<file path="src/hdl/ppab_pkg.sv">
// Shared types and constants of the priority level picker.
`timescale 1ns / 1ps
package ppab_pkg;

  localparam int MaxLevelsDef = 16;
  localparam int MaskLevels   = 16;
  localparam int AgeW         = 16;
  localparam int LevelW       = 4;
  localparam int CountW       = 5;

  localparam logic signed [AgeW-1:0] AgeMax = 16'sh7FFF;
  localparam logic signed [AgeW-1:0] AgeMin = 16'sh8000;

  // Configuration register indexes
  localparam logic RegLevelCount    = 1'b0;
  localparam logic RegBoostAgeStart = 1'b1;

  // Input commands
  localparam logic CmdTick = 1'b0;
  localparam logic CmdPick = 1'b1;

  // Operations of the shared step unit
  typedef enum logic [1:0] {
    AluSubGe   = 2'd0,
    AluInc     = 2'd1,
    AluIncWrap = 2'd2
  } ppab_alu_op_e;

  // Job handed to the scan sequencer
  typedef struct packed {
    logic                cmd;
    logic                boost;
    logic [MaskLevels-1:0] mask;
    logic [CountW-1:0]   n;
    logic [LevelW-1:0]   ptr;
  } ppab_req_t;

  // Outcome of one item
  typedef struct packed {
    logic              found;
    logic [LevelW-1:0] level;
    logic              was_boost;
    logic [LevelW-1:0] ptr_next;
  } ppab_res_t;

endpackage

</file>
<file path="src/hdl/priority_pick_with_aging_boost_top.sv">
// Top level of the priority level picker with aging boost.
`timescale 1ns / 1ps
// Each transaction on the slave side is a tick (tuser 0) or a pick (tuser 1)
// and yields exactly one result transaction. The block takes one item at a
// time and drops tready until that item's result sits in the output register.
// A tick skips the scan. A normal pick has the scan sequencer test one level
// per cycle from level 0. A boost pick first takes R subtract steps in the
// shared unit, where R (0 to 15) is the number needed to bring the boost
// pointer below N-1 (R is at most 1 unless level_count was changed after the
// pointer advanced), and then scans from the level after the reduced pointer.
// Configuration writes land at once; level_count is limited to MAX_LEVELS
// and to 16, a zero count acts as one.
module priority_pick_with_aging_boost_top #(
  parameter int MAX_LEVELS = ppab_pkg::MaxLevelsDef
) (
  input  logic        clk_i,
  input  logic        rst_ni,
  // Configuration write port
  input  logic        cfg_we_i,
  input  logic        cfg_idx_i,
  input  logic [15:0] cfg_data_i,
  // Input stream
  input  logic        s_axis_tvalid,
  output logic        s_axis_tready,
  input  logic [15:0] s_axis_tdata,   // [15:0] nonempty_mask
  input  logic        s_axis_tuser,   // [0] cmd
  // Result stream
  output logic        m_axis_tvalid,
  input  logic        m_axis_tready,
  output logic [7:0]  m_axis_tdata    // [0] found, [4:1] level, [5] was_boost, [7:6] zero
);
  import ppab_pkg::*;

  localparam int LevelCap = (MAX_LEVELS < MaskLevels) ? MAX_LEVELS : MaskLevels;

  logic [CountW-1:0]      level_count_q;
  logic signed [AgeW-1:0] start_q;
  logic signed [AgeW-1:0] age_q, age_d;
  logic [LevelW-1:0]      ptr_q, ptr_d;

  logic              out_valid_q;
  logic              out_found_q;
  logic [LevelW-1:0] out_level_q;
  logic              out_boost_q;

  logic              in_acc;
  logic [CountW-1:0] n_eff;
  logic              age_due;
  logic              scan_idle;
  logic              res_ready;
  logic              res_valid;
  ppab_req_t         req;
  ppab_res_t         res;

  // Clamp the level count to the usable range
  always_comb begin
    if (level_count_q == '0) begin
      n_eff = CountW'(1);
    end else if (level_count_q > CountW'(LevelCap)) begin
      n_eff = CountW'(LevelCap);
    end else begin
      n_eff = level_count_q;
    end
  end

  assign age_due = age_q[AgeW-1] || (age_q == '0);
  assign in_acc  = s_axis_tvalid && s_axis_tready;

  assign req.cmd   = s_axis_tuser;
  assign req.boost = (s_axis_tuser == CmdPick) && (n_eff > CountW'(1)) && age_due;
  assign req.mask  = s_axis_tdata;
  assign req.n     = n_eff;
  assign req.ptr   = ptr_q;

  assign res_ready = !out_valid_q || m_axis_tready;

  ppab_scan u_scan (
    .clk_i       (clk_i),
    .rst_ni      (rst_ni),
    .start_i     (in_acc),
    .req_i       (req),
    .idle_o      (scan_idle),
    .res_ready_i (res_ready),
    .res_valid_o (res_valid),
    .res_o       (res)
  );

  assign s_axis_tready = scan_idle;

  // Update age and boost pointer
  always_comb begin
    age_d = age_q;
    ptr_d = ptr_q;
    if (cfg_we_i && (cfg_idx_i == RegBoostAgeStart)) begin
      age_d = ($signed(cfg_data_i) == AgeMin) ? AgeMin : ($signed(cfg_data_i) - 16'sd1);
      ptr_d = LevelW'(1);
    end else begin
      if (in_acc) begin
        if (req.cmd == CmdTick) begin
          if (age_q != AgeMin) begin
            age_d = age_q - 16'sd1;
          end
        end else if (req.boost) begin
          age_d = start_q;
        end
      end
      if (res_valid && res.was_boost) begin
        ptr_d = res.ptr_next;
      end
    end
  end

  always_ff @(posedge clk_i or negedge rst_ni) begin
    if (!rst_ni) begin
      level_count_q <= CountW'(1);
      start_q       <= AgeMax;
      age_q         <= AgeMax;
      ptr_q         <= LevelW'(1);
    end else begin
      age_q <= age_d;
      ptr_q <= ptr_d;
      if (cfg_we_i && (cfg_idx_i == RegLevelCount)) begin
        level_count_q <= cfg_data_i[CountW-1:0];
      end
      if (cfg_we_i && (cfg_idx_i == RegBoostAgeStart)) begin
        start_q <= $signed(cfg_data_i);
      end
    end
  end

  // Hold the result until the transaction completes
  always_ff @(posedge clk_i or negedge rst_ni) begin
    if (!rst_ni) begin
      out_valid_q <= 1'b0;
    end else if (res_valid) begin
      out_valid_q <= 1'b1;
    end else if (m_axis_tready) begin
      out_valid_q <= 1'b0;
    end
  end

  always_ff @(posedge clk_i) begin
    if (res_valid) begin
      out_found_q <= res.found;
      out_level_q <= res.level;
      out_boost_q <= res.was_boost;
    end
  end

  assign m_axis_tvalid = out_valid_q;
  assign m_axis_tdata  = {2'b00, out_boost_q, out_level_q, out_found_q};

endmodule

</file>
<file path="src/hdl/ppab_alu.sv">
// Shared step unit: conditional subtract, increment and wrapping increment.
`timescale 1ns / 1ps
module ppab_alu (
  input  ppab_pkg::ppab_alu_op_e        op_i,
  input  logic [ppab_pkg::CountW-1:0]   a_i,
  input  logic [ppab_pkg::CountW-1:0]   b_i,
  output logic [ppab_pkg::CountW-1:0]   y_o,
  output logic                          flag_o
);
  import ppab_pkg::*;

  logic [CountW-1:0] inc;
  logic [CountW-1:0] diff;
  logic              ge;

  assign inc  = a_i + CountW'(1);
  assign diff = a_i - b_i;
  assign ge   = (a_i >= b_i);

  // Select the result of the requested step
  always_comb begin
    y_o    = a_i;
    flag_o = 1'b0;
    unique case (op_i)
      AluSubGe: begin
        flag_o = ge;
        y_o    = ge ? diff : a_i;
      end
      AluInc: begin
        flag_o = (inc == b_i);
        y_o    = inc;
      end
      AluIncWrap: begin
        flag_o = (a_i == b_i);
        y_o    = flag_o ? CountW'(1) : inc;
      end
      default: begin
        flag_o = 1'b0;
        y_o    = a_i;
      end
    endcase
  end

endmodule

</file>
<file path="src/hdl/ppab_scan.sv">
// Scan sequencer: pointer reduction and one-level-per-cycle search.
`timescale 1ns / 1ps
module ppab_scan (
  input  logic                clk_i,
  input  logic                rst_ni,
  input  logic                start_i,
  input  ppab_pkg::ppab_req_t req_i,
  output logic                idle_o,
  input  logic                res_ready_i,
  output logic                res_valid_o,
  output ppab_pkg::ppab_res_t res_o
);
  import ppab_pkg::*;

  localparam logic [1:0] StIdle = 2'd0;
  localparam logic [1:0] StMod  = 2'd1;
  localparam logic [1:0] StScan = 2'd2;
  localparam logic [1:0] StFin  = 2'd3;

  logic [1:0]            state_q, state_d;
  logic [MaskLevels-1:0] mask_q, mask_d;
  logic [CountW-1:0]     lim_q, lim_d;
  logic [LevelW-1:0]     lvl_q, lvl_d;
  logic [LevelW-1:0]     cnt_q, cnt_d;
  logic [LevelW-1:0]     rem_q, rem_d;
  logic                  boost_q, boost_d;
  logic                  found_q, found_d;
  logic [LevelW-1:0]     level_q, level_d;
  logic [LevelW-1:0]     ptr_q, ptr_d;

  ppab_alu_op_e      alu_op;
  logic [CountW-1:0] alu_a;
  logic [CountW-1:0] alu_y;
  logic              alu_flag;

  ppab_alu u_alu (
    .op_i   (alu_op),
    .a_i    (alu_a),
    .b_i    (lim_q),
    .y_o    (alu_y),
    .flag_o (alu_flag)
  );

  // Route the shared unit by state
  always_comb begin
    if (state_q == StMod) begin
      alu_op = AluSubGe;
      alu_a  = {1'b0, rem_q};
    end else if (boost_q) begin
      alu_op = AluIncWrap;
      alu_a  = {1'b0, lvl_q};
    end else begin
      alu_op = AluInc;
      alu_a  = {1'b0, lvl_q};
    end
  end

  // Sequence one item
  always_comb begin
    state_d = state_q;
    mask_d  = mask_q;
    lim_d   = lim_q;
    lvl_d   = lvl_q;
    cnt_d   = cnt_q;
    rem_d   = rem_q;
    boost_d = boost_q;
    found_d = found_q;
    level_d = level_q;
    ptr_d   = ptr_q;
    unique case (state_q)
      StIdle: begin
        if (start_i) begin
          mask_d  = req_i.mask;
          boost_d = req_i.boost;
          found_d = 1'b0;
          level_d = '0;
          lvl_d   = '0;
          cnt_d   = '0;
          rem_d   = req_i.ptr;
          ptr_d   = req_i.ptr;
          lim_d   = req_i.boost ? (req_i.n - CountW'(1)) : req_i.n;
          if (req_i.cmd == CmdTick) begin
            state_d = StFin;
          end else if (req_i.boost) begin
            state_d = StMod;
          end else begin
            state_d = StScan;
          end
        end
      end
      StMod: begin
        // Reduce the pointer below the span, then start after it
        if (alu_flag) begin
          rem_d = alu_y[LevelW-1:0];
        end else begin
          lvl_d   = rem_q + LevelW'(1);
          ptr_d   = rem_q + LevelW'(1);
          state_d = StScan;
        end
      end
      StScan: begin
        if (mask_q[lvl_q]) begin
          found_d = 1'b1;
          level_d = lvl_q;
          state_d = StFin;
        end else if (boost_q) begin
          if (cnt_q == (lim_q[LevelW-1:0] - LevelW'(1))) begin
            state_d = StFin;
          end else begin
            lvl_d = alu_y[LevelW-1:0];
            cnt_d = cnt_q + LevelW'(1);
          end
        end else begin
          if (alu_flag) begin
            state_d = StFin;
          end else begin
            lvl_d = alu_y[LevelW-1:0];
          end
        end
      end
      StFin: begin
        if (res_ready_i) begin
          state_d = StIdle;
        end
      end
      default: state_d = StIdle;
    endcase
  end

  always_ff @(posedge clk_i or negedge rst_ni) begin
    if (!rst_ni) begin
      state_q <= StIdle;
    end else begin
      state_q <= state_d;
    end
  end

  // Work registers carry no reset
  always_ff @(posedge clk_i) begin
    mask_q  <= mask_d;
    lim_q   <= lim_d;
    lvl_q   <= lvl_d;
    cnt_q   <= cnt_d;
    rem_q   <= rem_d;
    boost_q <= boost_d;
    found_q <= found_d;
    level_q <= level_d;
    ptr_q   <= ptr_d;
  end

  assign idle_o          = (state_q == StIdle);
  assign res_valid_o     = (state_q == StFin) && res_ready_i;
  assign res_o.found     = found_q;
  assign res_o.level     = level_q;
  assign res_o.was_boost = boost_q;
  assign res_o.ptr_next  = ptr_q;

endmodule

</file>
<file path="config.mk">
export PLATFORM = sky130hd
export DESIGN_NAME = priority_pick_with_aging_boost_top
export DESIGN_NICKNAME = d
export VERILOG_FILES = /design/src/hdl/ppab_pkg.sv /design/src/hdl/priority_pick_with_aging_boost_top.sv /design/src/hdl/ppab_alu.sv /design/src/hdl/ppab_scan.sv
export SDC_FILE = /design/constraint.sdc
export NUM_CORES = 1
export LEC_CHECK = 0
export ABC_CLOCK_PERIOD_IN_PS = 3100
export BUFFER_PORTS_ARGS = -buffer_cell sky130_fd_sc_hd__buf_2
export CORE_MARGIN = 5
export CORE_UTILIZATION = 30
export DETAILED_ROUTE_END_ITERATION = 10
export MAX_ROUTING_LAYER = met4
export SLEW_MARGIN = 25
export SYNTH_ARGS = -nofsm -noshare
export SYNTH_HDL_FRONTEND = slang
export SYNTH_SLANG_ARGS = --single-unit
</file>
<file path="constraint.sdc">
create_clock -name clk_i -period 3.1 [get_ports clk_i]
set_clock_uncertainty 0.1 [all_clocks]
set_input_delay 0.155 -clock clk_i [delete_from_list [all_inputs] [get_ports clk_i]]
set_output_delay 0.155 -clock clk_i [all_outputs]
set_load 0.01 [all_outputs]
</file>
==> impl_metrics.yaml, run 1 <==
status:
  status: "complete, no violations"
routing:
  firstDrtPassIters: 5
  antenna_left: 0
  viasPerCell: 5.20
  via_count: 4494
  drc: 0
  drt-initial-drc-count: 415
  routed_wl_um: 13900
  drt-wirelength-per-cell_um: 16.0
sta:
  max_slew_margin_pct: 40.5
  fmax_mhz: 334
  slew_violations: 0
  fin_crit_ps: 2990
  finalHoldViolCount: 0
  tightest_slew_ps: 892
  setup_viol: 0
  period_share_pct: 96.5
  fin_ws_ps: 109
synthesis:
  async_flop_share_pct: 47.3
  synth_cells: 537
  yosys.area.top_type: "edfxtp_1"
  ys_ff_latch: 93
  syn_area_per_cell_um2: 10.1
  synth_top_area_share_pct: 27.0
  yosysWarnings: 0
  synth.distinct_cells: 64
  ys_seq_area_share_pct: 48.0
  netlist_area_um2: 5440
  synth_edf_count: 49
  synthFlopType: "edfxtp_1"
  synthTopCellsByArea: "edfxtp_1 27%, dfstp_2 15%, nand2_1 6.1%"
global_route:
  grt_pass1_vias: 4554
  grt_max_degree: 38
  grtUsageTotal_pct: 14.1
  grt_pass1_wl_um: 22600
  grt.overflow.total: 0
  antenna_found_initial: 0
die:
  chipHeight_um: 145
  ios: 49
  start_util_pct: 30.4
  die-area_um2: 20900
  core_um2: 17900
  num_rows: 49
  die_w_um: 145
worst_setup_path:
  endpoint_kind: "flop"
  path_class: "reg2reg"
  startpoint_type: "flop"
  crit_arrival_ps: 2960
  worst-path-max-fanout: 4
  cp.required_ps: 3070
place:
  dp_hpwl_um: 9810
  preCtsSetupSlack_ps: -196
  placed_area_um2: 6030
  portBuffers: 46
  gp_congestion: 0.905
layout:
  finalNetCount: 689
  diodes: 0
  area_delta_synth_final_pct: 25.8
  layout-drive-gt1-share_pct: 25.3
  final_cell_area_um2: 6850
cts:
  root_buffer: "clkbuf_16"
  cts_tree: "yes"
  clk_pin_slew_ps: 60
  clk_latency_ps: 350
  h-tree-depth: 3
  cts_buffers: 9
  clock_sinks: 93
  clk_path_buf_depth: 2
pwr:
  ir_worst_vdd_v: 0.000438
  powerDensity_nw_per_um2: 929
  p_leak_nw: 2.72
hold_path:
  min-delay-path-class: "in2reg"
job:
  cap_viol_max_count: 0
cells by family (layout without fill, tap and decap cells):
logic type	Yosys count	in the layout	share of synthesized area, %
buf+inv	53	151	4.18
mux	29	29	6.80
simple gates	208	208	18.1
flops	93	93	48.0
fa+ha+maj	19	19	4.51
xor+xnor	36	36	6.05
compound gates	98	98	12.3
other cells	1	2	0.0689
cells in the mapped netlist, types with 5 or more instances:
cell      number
a211oi_1       5
a21oi_1       16
nor2_1        49
buf_4          6
edfxtp_1      49
xnor2_1       17
nor4_1         9
or4_1          6
a221oi_1       7
nor3_1        10
dfrtp_1       12
nand3_1       12
inv_1         27
o21ai_1        5
nand2_1       88
mux2_2        10
a31oi_1        6
clkbuf_1      15
dfstp_2       32
mux2i_1       12
and2_1        10
xor2_1        18
ha_1          18
buf_2          5
o21ai_0       19
layer usage:
layer / routed length, um / global-route usage, %
met1: 5950 / 17.3
met2: 6820 / 23.2
met3: 765 / 2.83
met4: 338 / 5.01
met5: 0 / -
worst max-delay path, stage by stage (launching register included):
cell       delay (ps)
dfrtp_1           390
inv_2              80
ha_4              190
buf_6             140
mux2i_2           220
inv_1             100
ha_4              280
and4_1            220
nor2_1             60
a21oi_2           200
buf_4             150
mux2i_1           260
nor3b_2           240
a2111oi_2          80
placed cells by master (no fill, tap or decap), types with 10 or more instances in the layout:
master	count
nor3_1	10
a21oi_1	15
mux2i_1	10
nand3_1	12
dlygate4sd3_1	32
nor2_1	49
buf_2	46
xor2_1	18
ha_1	14
inv_1	25
and2_1	10
dfstp_2	32
dfrtp_1	12
buf_4	28
xnor2_1	17
o21ai_0	19
nand2_1	88
mux2_2	10
edfxtp_1	49
path summary, 6_finish.rpt:
kind / startpoint / endpoint / slack (ps) / depth (start not counted)
hold / removal: cfg_data_i[0] / level_count_q[0] / 4 / 2
max in group asynchronous: rst_ni / age_q[11] / 1790 / 3
hold reg to reg: u_scan.level_q[2] / out_level_q[2] / 320 / 0
setup / recovery: u_scan.state_q[1] / u_scan.lvl_q[1] / 110 / 13
min in group asynchronous: rst_ni / ptr_q[3] / 370 / 2
setup reg to reg: u_scan.state_q[1] / u_scan.lvl_q[1] / 110 / 13
registers in the layout, indices dropped and copies added, names as in the netlist, 2 cells and up:
register,flops
u_scan.cnt_q,4
u_scan.lim_q,5
u_scan.rem_q,4
ptr_q,4
out_level_q,4
age_q,16
u_scan.mask_q,16
u_scan.level_q,4
start_q,16
u_scan.ptr_q,4
level_count_q,5
u_scan.lvl_q,4
u_scan.state_q,2
repair_timing:
item	4_1_cts	5_1_grt
gates resized for setup	4	15
endpoints found under the hold margin	44	0
pin swaps	1	6
setup buffers	0	5
endpoints found under the setup margin	12	12
hold buffers	32	0
power by group:
part | internal (mW) | switching [mW]
logic | 1.31 | 1.52
clock network | 0.780 | 0.465
registers | 1.93 | 0.349
final cells by class:
type / count / area [um2]
clock buffer: 10 / 229
tap: 229 / 287
sequential: 93 / 2610
inverter: 27 / 101
fill: 1753 / 11100
multi-input combinational: 392 / 2720
timing repair buffer: 108 / 792
clock inverter: 6 / 101
per-stage QoR:
step	hold slack [ps]	power [mW]	util, %	std cells	setup TNS (ps)
after global placement	227	4.69	33.7	812	-54.9
after floorplan	-241	3.95	-	538	0
after global routing	13.4	6.77	38.2	865	-171
final	4.37	6.36	38.2	865	0
after CTS	4.50	6.11	37.4	860	0
after detailed placement	234	4.77	33.7	812	-1190
Power figures use the tool's default switching activity.
==> run 2: changes to the inputs <==
--- a/config.mk
+++ b/config.mk
@@ -8,9 +8,11 @@
 export ABC_CLOCK_PERIOD_IN_PS = 3100
 export BUFFER_PORTS_ARGS = -buffer_cell sky130_fd_sc_hd__buf_2
 export CORE_MARGIN = 5
-export CORE_UTILIZATION = 30
+export CORE_UTILIZATION = 54
 export DETAILED_ROUTE_END_ITERATION = 10
 export MAX_ROUTING_LAYER = met4
+export PLACE_DENSITY = 0.76
+export SKIP_CTS_REPAIR_TIMING = 1
 export SLEW_MARGIN = 25
 export SYNTH_ARGS = -nofsm -noshare
 export SYNTH_HDL_FRONTEND = slang
==> run 2 against run 1 <==
Compared with the run above:
- register-to-register slack lost 97 ps
- flip-flop and latch count is the same
- final cell count shrank 12%
- non-clock buffer count shrank 8
- largest power group unchanged
- highest routed layer unchanged
==> impl_metrics.yaml, run 2 (same netlist as run 1, synthesis figures left out) <==
status:
  status: "complete, no violations"
pwr:
  p_comb_share_pct: 46.1
  powerDensity_nw_per_um2: 877
  ir_worst_vdd_v: 0.000445
  p_int_mw: 3.43
  pwr-share-seq_pct: 40.4
  p_leak_nw: 2.60
  switching_power_mw: 2.23
  clock_power_share_pct: 13.6
  fin_total_pwr_mw: 5.66
  swShare_pct: 39.4
sta:
  period_share_pct: 99.6
  tns_ps: 0
  tightest_slew_ps: 905
  setup_viol: 0
  fin_crit_ps: 3090
  fmax_mhz: 324
  finalHoldViolCount: 0
  max_slew_margin_pct: 39.4
  slew_violations: 0
  fin_ws_ps: 12.3
place:
  dp_hpwl_um: 8880
  gp_congestion: 0.934
  placed_area_um2: 5830
  preCtsSetupSlack_ps: -163
  portBuffers: 46
worst_setup_path:
  startpoint_type: "flop"
  reg2reg_slack_ps: 10
  r2r-start: "u_scan.state_q[1]"
  rr_worst_depth: 12
  worst-path-max-fanout: 5
  path_class: "reg2reg"
  endpoint_kind: "flop"
  crit_arrival_ps: 3090
  reg2reg_to: "u_scan.lvl_q[3]"
  crit_end: "u_scan.lvl_q[3]"
  cp.required_ps: 3100
  crit_start: "u_scan.state_q[1]"
routing:
  drc: 0
  drt-initial-drc-count: 294
  routed_wl_um: 12800
  firstDrtPassIters: 5
  antenna_left: 0
  via_count: 4392
  viasPerCell: 5.77
  drt-wirelength-per-cell_um: 16.8
layout:
  diodes: 0
  area_delta_synth_final_pct: 18.6
  layout_commonest_cell: "nand2_1"
  fillers: 797
  final_cell_area_um2: 6450
  mostFrequentLayoutCells: "88 x nand2_1, 49 x nor2_1, 49 x edfxtp_1"
  reg_top3: "age_q x16, start_q x16, u_scan.mask_q x16"
  finalNetCount: 681
  layout-drive-gt1-share_pct: 24.0
die:
  die_w_um: 110
  num_rows: 36
  ios: 49
  chipHeight_um: 110
  die-area_um2: 12200
  core_um2: 9820
  start_util_pct: 55.4
global_route:
  grt_pass1_vias: 4247
  grtUsageTotal_pct: 22.1
  grtUsageMet1_pct: 27.6
  grt.met2_usage_pct: 34.7
  grt_pass1_wl_um: 20300
  grt_max_degree: 45
  met3_usage_pct: 4.31
  antenna_found_initial: 0
  grt.overflow.total: 0
  grt_busiest_layer: "met2"
cts:
  clk_latency_ps: 360
  cts_buffers: 9
  clock_sinks: 93
  cts_tree: "yes"
  clk_pin_slew_ps: 90
  h-tree-depth: 3
  clk_path_buf_depth: 2
  root_buffer: "clkbuf_8"
job:
  cap_viol_max_count: 0
hold_path:
  min-delay-path-class: "in2reg"
[run 2: changes by cell type in the layout (fill, tap and decap cells not counted), moves of 2 or more]
cell | previous run | this run
ha_1 | 14 | 16
clkinvlp_4 | 0 | 2
buf_4 | 28 | 20
clkinv_2 | 0 | 2
clkbuf_16 | 9 | 0
ha_4 | 4 | 2
clkinv_1 | 3 | 0
mux2i_4 | 3 | 1
clkbuf_8 | 0 | 11
dlygate4sd3_1 | 32 | 34
bufinv_16 | 3 | 0
[run 2: routing by layer]
metal	vias to the layer above	wire (um)
met4	0	442
met1	2098	5170
met3	42	750
met2	158	6430
met5	-	0
li1	2094	-
[run 2: worst min-delay path by stage]
stage | end | startpoint | depth (start not counted) | slack [ps]
after floorplan | age_q[15] | rst_ni | 0 | -240
after global placement | u_scan.mask_q[13] | s_axis_tdata[13] | 1 | 230
after detailed placement | u_scan.mask_q[15] | s_axis_tdata[15] | 1 | 230
after CTS | u_scan.mask_q[15] | s_axis_tdata[15] | 1 | -150
after global routing | level_count_q[0] | cfg_idx_i | 3 | 170
final | level_count_q[2] | cfg_idx_i | 3 | 160
[run 2: cell type report]
type                       instances  area, um2  share of cell area (%)
clock buffer                      11        151                    2.35
timing repair buffer             100        721                    11.2
multi-input combinational        392       2670                    41.3
tap                              133        166                    2.58
clock inverter                     5       33.8                   0.523
inverter                          27        101                    1.57
sequential                        93       2610                    40.5
[run 2: critical path, stage by stage, from the launching register on]
cell and delay [ps]:
dfrtp_1 410, inv_2 80, ha_4 200, mux2i_4 240, inv_1 80, ha_1 370
and4_1 270, nor2_1 70, a21oi_2 220, buf_4 190, mux2_2 350, a21oi_1 160
o32ai_1 90
[run 2: per-stage QoR]
step	util (%)	hold WS, ps	cells
after CTS	61.3	-150	722
after detailed placement	59.4	233	706
after global placement	59.4	233	706
final	65.7	159	761
after floorplan	-	-241	538
after global routing	65.7	171	761
[run 2: power groups by stage]
stage,combinational (mW),sequential (mW),clock [mW]
5_1_grt,2.88,2.33,0.840
3_5_place_dp,2.37,2.29,0
4_1_cts,2.38,2.27,0.781
6_report,2.61,2.28,0.767
3_3_place_gp,2.29,2.27,0
2_1_floorplan,1.77,2.18,0
==> run 3: changes to the inputs <==
--- a/config.mk
+++ b/config.mk
@@ -10,6 +10,7 @@
 export CORE_MARGIN = 5
 export CORE_UTILIZATION = 54
 export DETAILED_ROUTE_END_ITERATION = 10
+export GPL_TIMING_DRIVEN = 0
 export MAX_ROUTING_LAYER = met4
 export PLACE_DENSITY = 0.76
 export SKIP_CTS_REPAIR_TIMING = 1
==> run 3 against run 2 <==
Compared with the run above:
- non-clock buffer count up 18
- sequential share of layout area down 1.2 points
- the run now ends with setup timing left
- utilization up 1.9 points
==> impl_metrics.yaml, run 3 (same netlist as run 1, synthesis figures left out) <==
die:
  num_rows: 36
  core_um2: 9820
  chipHeight_um: 110
  start_util_pct: 55.4
  die-area_um2: 12200
  die_w_um: 110
  ios: 49
layout:
  diodes: 0
  reg_top3: "age_q x16, start_q x16, u_scan.mask_q x16"
  area_delta_synth_final_pct: 22.0
  fillers: 772
  layout_commonest_cell: "nand2_1"
  stdcell_count: 779
  final_cell_area_um2: 6640
  mostFrequentLayoutCells: "87 x nand2_1, 49 x buf_2, 49 x nor2_1, 49 x edfxtp_1, 33 x dlygate4sd3_1"
  fin_util_pct: 67.6
  multi_input_area_um2: 2770
  finalNetCount: 699
  layout-drive-gt1-share_pct: 24.8
  seqCellArea_um2: 2610
worst_setup_path:
  cpMostUsedCell: "ha_1"
  path_class: "reg2reg"
  critical-path-top-delay-family: "multiplexers"
  startpoint_type: "flop"
  rr_worst_depth: 12
  cp.required_ps: 3250
  reg2reg_to: "u_scan.state_q[1]"
  critPathBufInv: 3
  worst-path-max-fanout: 7
  cpMaxStageDelayCell: "dfrtp_1"
  r2r-start: "u_scan.state_q[1]"
  slowest_delay_ps: 420
  endpoint_kind: "flop"
  crit_arrival_ps: 3320
  reg2reg_slack_ps: -70
  crit_chain: "inv_2, ha_1, buf_6, mux2i_2, ha_1, and4_1, nor2_1, a21oi_4, buf_4, a21o_1, a31o_2, mux2_1"
cts:
  clock_sinks: 93
  h-tree-depth: 3
  cts_tree: "yes"
  clk_path_buf_depth: 2
  root_buffer: "clkbuf_8"
  clk_latency_ps: 370
  clk_pin_slew_ps: 80
  cts_buffers: 9
routing:
  routed_wl_um: 13500
  via_count: 4526
  drt-wirelength-per-cell_um: 17.4
  drt-initial-drc-count: 293
  firstDrtPassIters: 5
  viasPerCell: 5.81
  drc: 0
  antenna_left: 0
status:
  violations: "setup timing"
  status: "finished with violations"
sta:
  finalHoldViolCount: 0
  holdWs_ps: 7.31
  fin_ws_ps: -71.3
  tightest_slew_ps: 873
  fin_crit_ps: 3170
  slew_violations: 0
  period_share_pct: 102
  fmax_mhz: 315
  setup_viol: 11
  max_slew_margin_pct: 41.5
place:
  dp_hpwl_um: 9340
  preCtsSetupSlack_ps: -387
  dp_cells: 717
  gp_congestion: 0.918
  placed_area_um2: 5850
  portBuffers: 46
global_route:
  grt_max_degree: 45
  grtUsageTotal_pct: 23.2
  grt_pass1_vias: 4272
  grt.overflow.total: 0
  antenna_found_initial: 0
  grt_pass1_wl_um: 21000
job:
  cap_viol_max_count: 0
pwr:
  ir_worst_vdd_v: 0.000427
  powerDensity_nw_per_um2: 907
  p_leak_nw: 2.66
hold_path:
  whs_endpoint: "m_axis_tvalid"
  min_path_cells: 3
  min-delay-path-class: "in2reg"
  holdCritStartpoint: "m_axis_tready"
[run 3: worst max path at each step]
| stage | startpoint | to | slack [ps] | cells past startpoint |
|---|---|---|---|---|
| finish | u_scan.state_q[1] | u_scan.state_q[1] | -70 | 12 |
| global route | u_scan.state_q[1] | u_scan.state_q[1] | -140 | 12 |
| CTS | u_scan.state_q[1] | u_scan.lvl_q[1] | -430 | 13 |
| detailed placement | u_scan.state_q[1] | u_scan.lvl_q[3] | -390 | 13 |
| global placement | u_scan.state_q[1] | u_scan.lvl_q[3] | -300 | 13 |
| floorplan | u_scan.state_q[1] | u_scan.lvl_q[3] | 50 | 13 |
[run 3: cell type report]
type | count | area share, %
Buffer | 26 | 2.05
Clock buffer | 14 | 2.47
Clock inverter | 2 | 0.528
Inverter | 27 | 1.53
Multi-Input combinational cell | 392 | 41.6
Sequential cell | 93 | 39.3
Tap cell | 133 | 2.51
Timing Repair Buffer | 92 | 9.95
[run 3: worst register-to-register path, cell delays in order, from the launching register on]
cell and delay (ps):
dfrtp_1 420, inv_2 80, ha_1 150, buf_6 170, mux2i_2 290, ha_1 330
and4_1 240, nor2_1 230, a21oi_4 140, buf_4 150, a21o_1 170, a31o_2 250
mux2_1 330
[run 3: report_power, final]
part	switching [mW]	internal, mW
Combinational	1.60	1.31
Clock	0.412	0.423
Sequential	0.353	1.92
Total	2.37	3.66
[run 3: routing by layer]
| metal | vias up | GRT usage (%) | wire length, um |
|---|---|---|---|
| met5 | - | - | 0 |
| met4 | 0 | 9.15 | 350 |
| met1 | 2186 | 29.3 | 5560 |
| met3 | 41 | 4.54 | 776 |
| met2 | 173 | 37.2 | 6830 |
| li1 | 2126 | - | - |
[run 3: through the flow]
step	TNS, ps	power (mW)
floorplan	0	3.95
global placement	-2010	4.50
detailed placement	-4820	4.62
CTS	-5360	5.44
global route	-1580	6.41
finish	-211	6.02
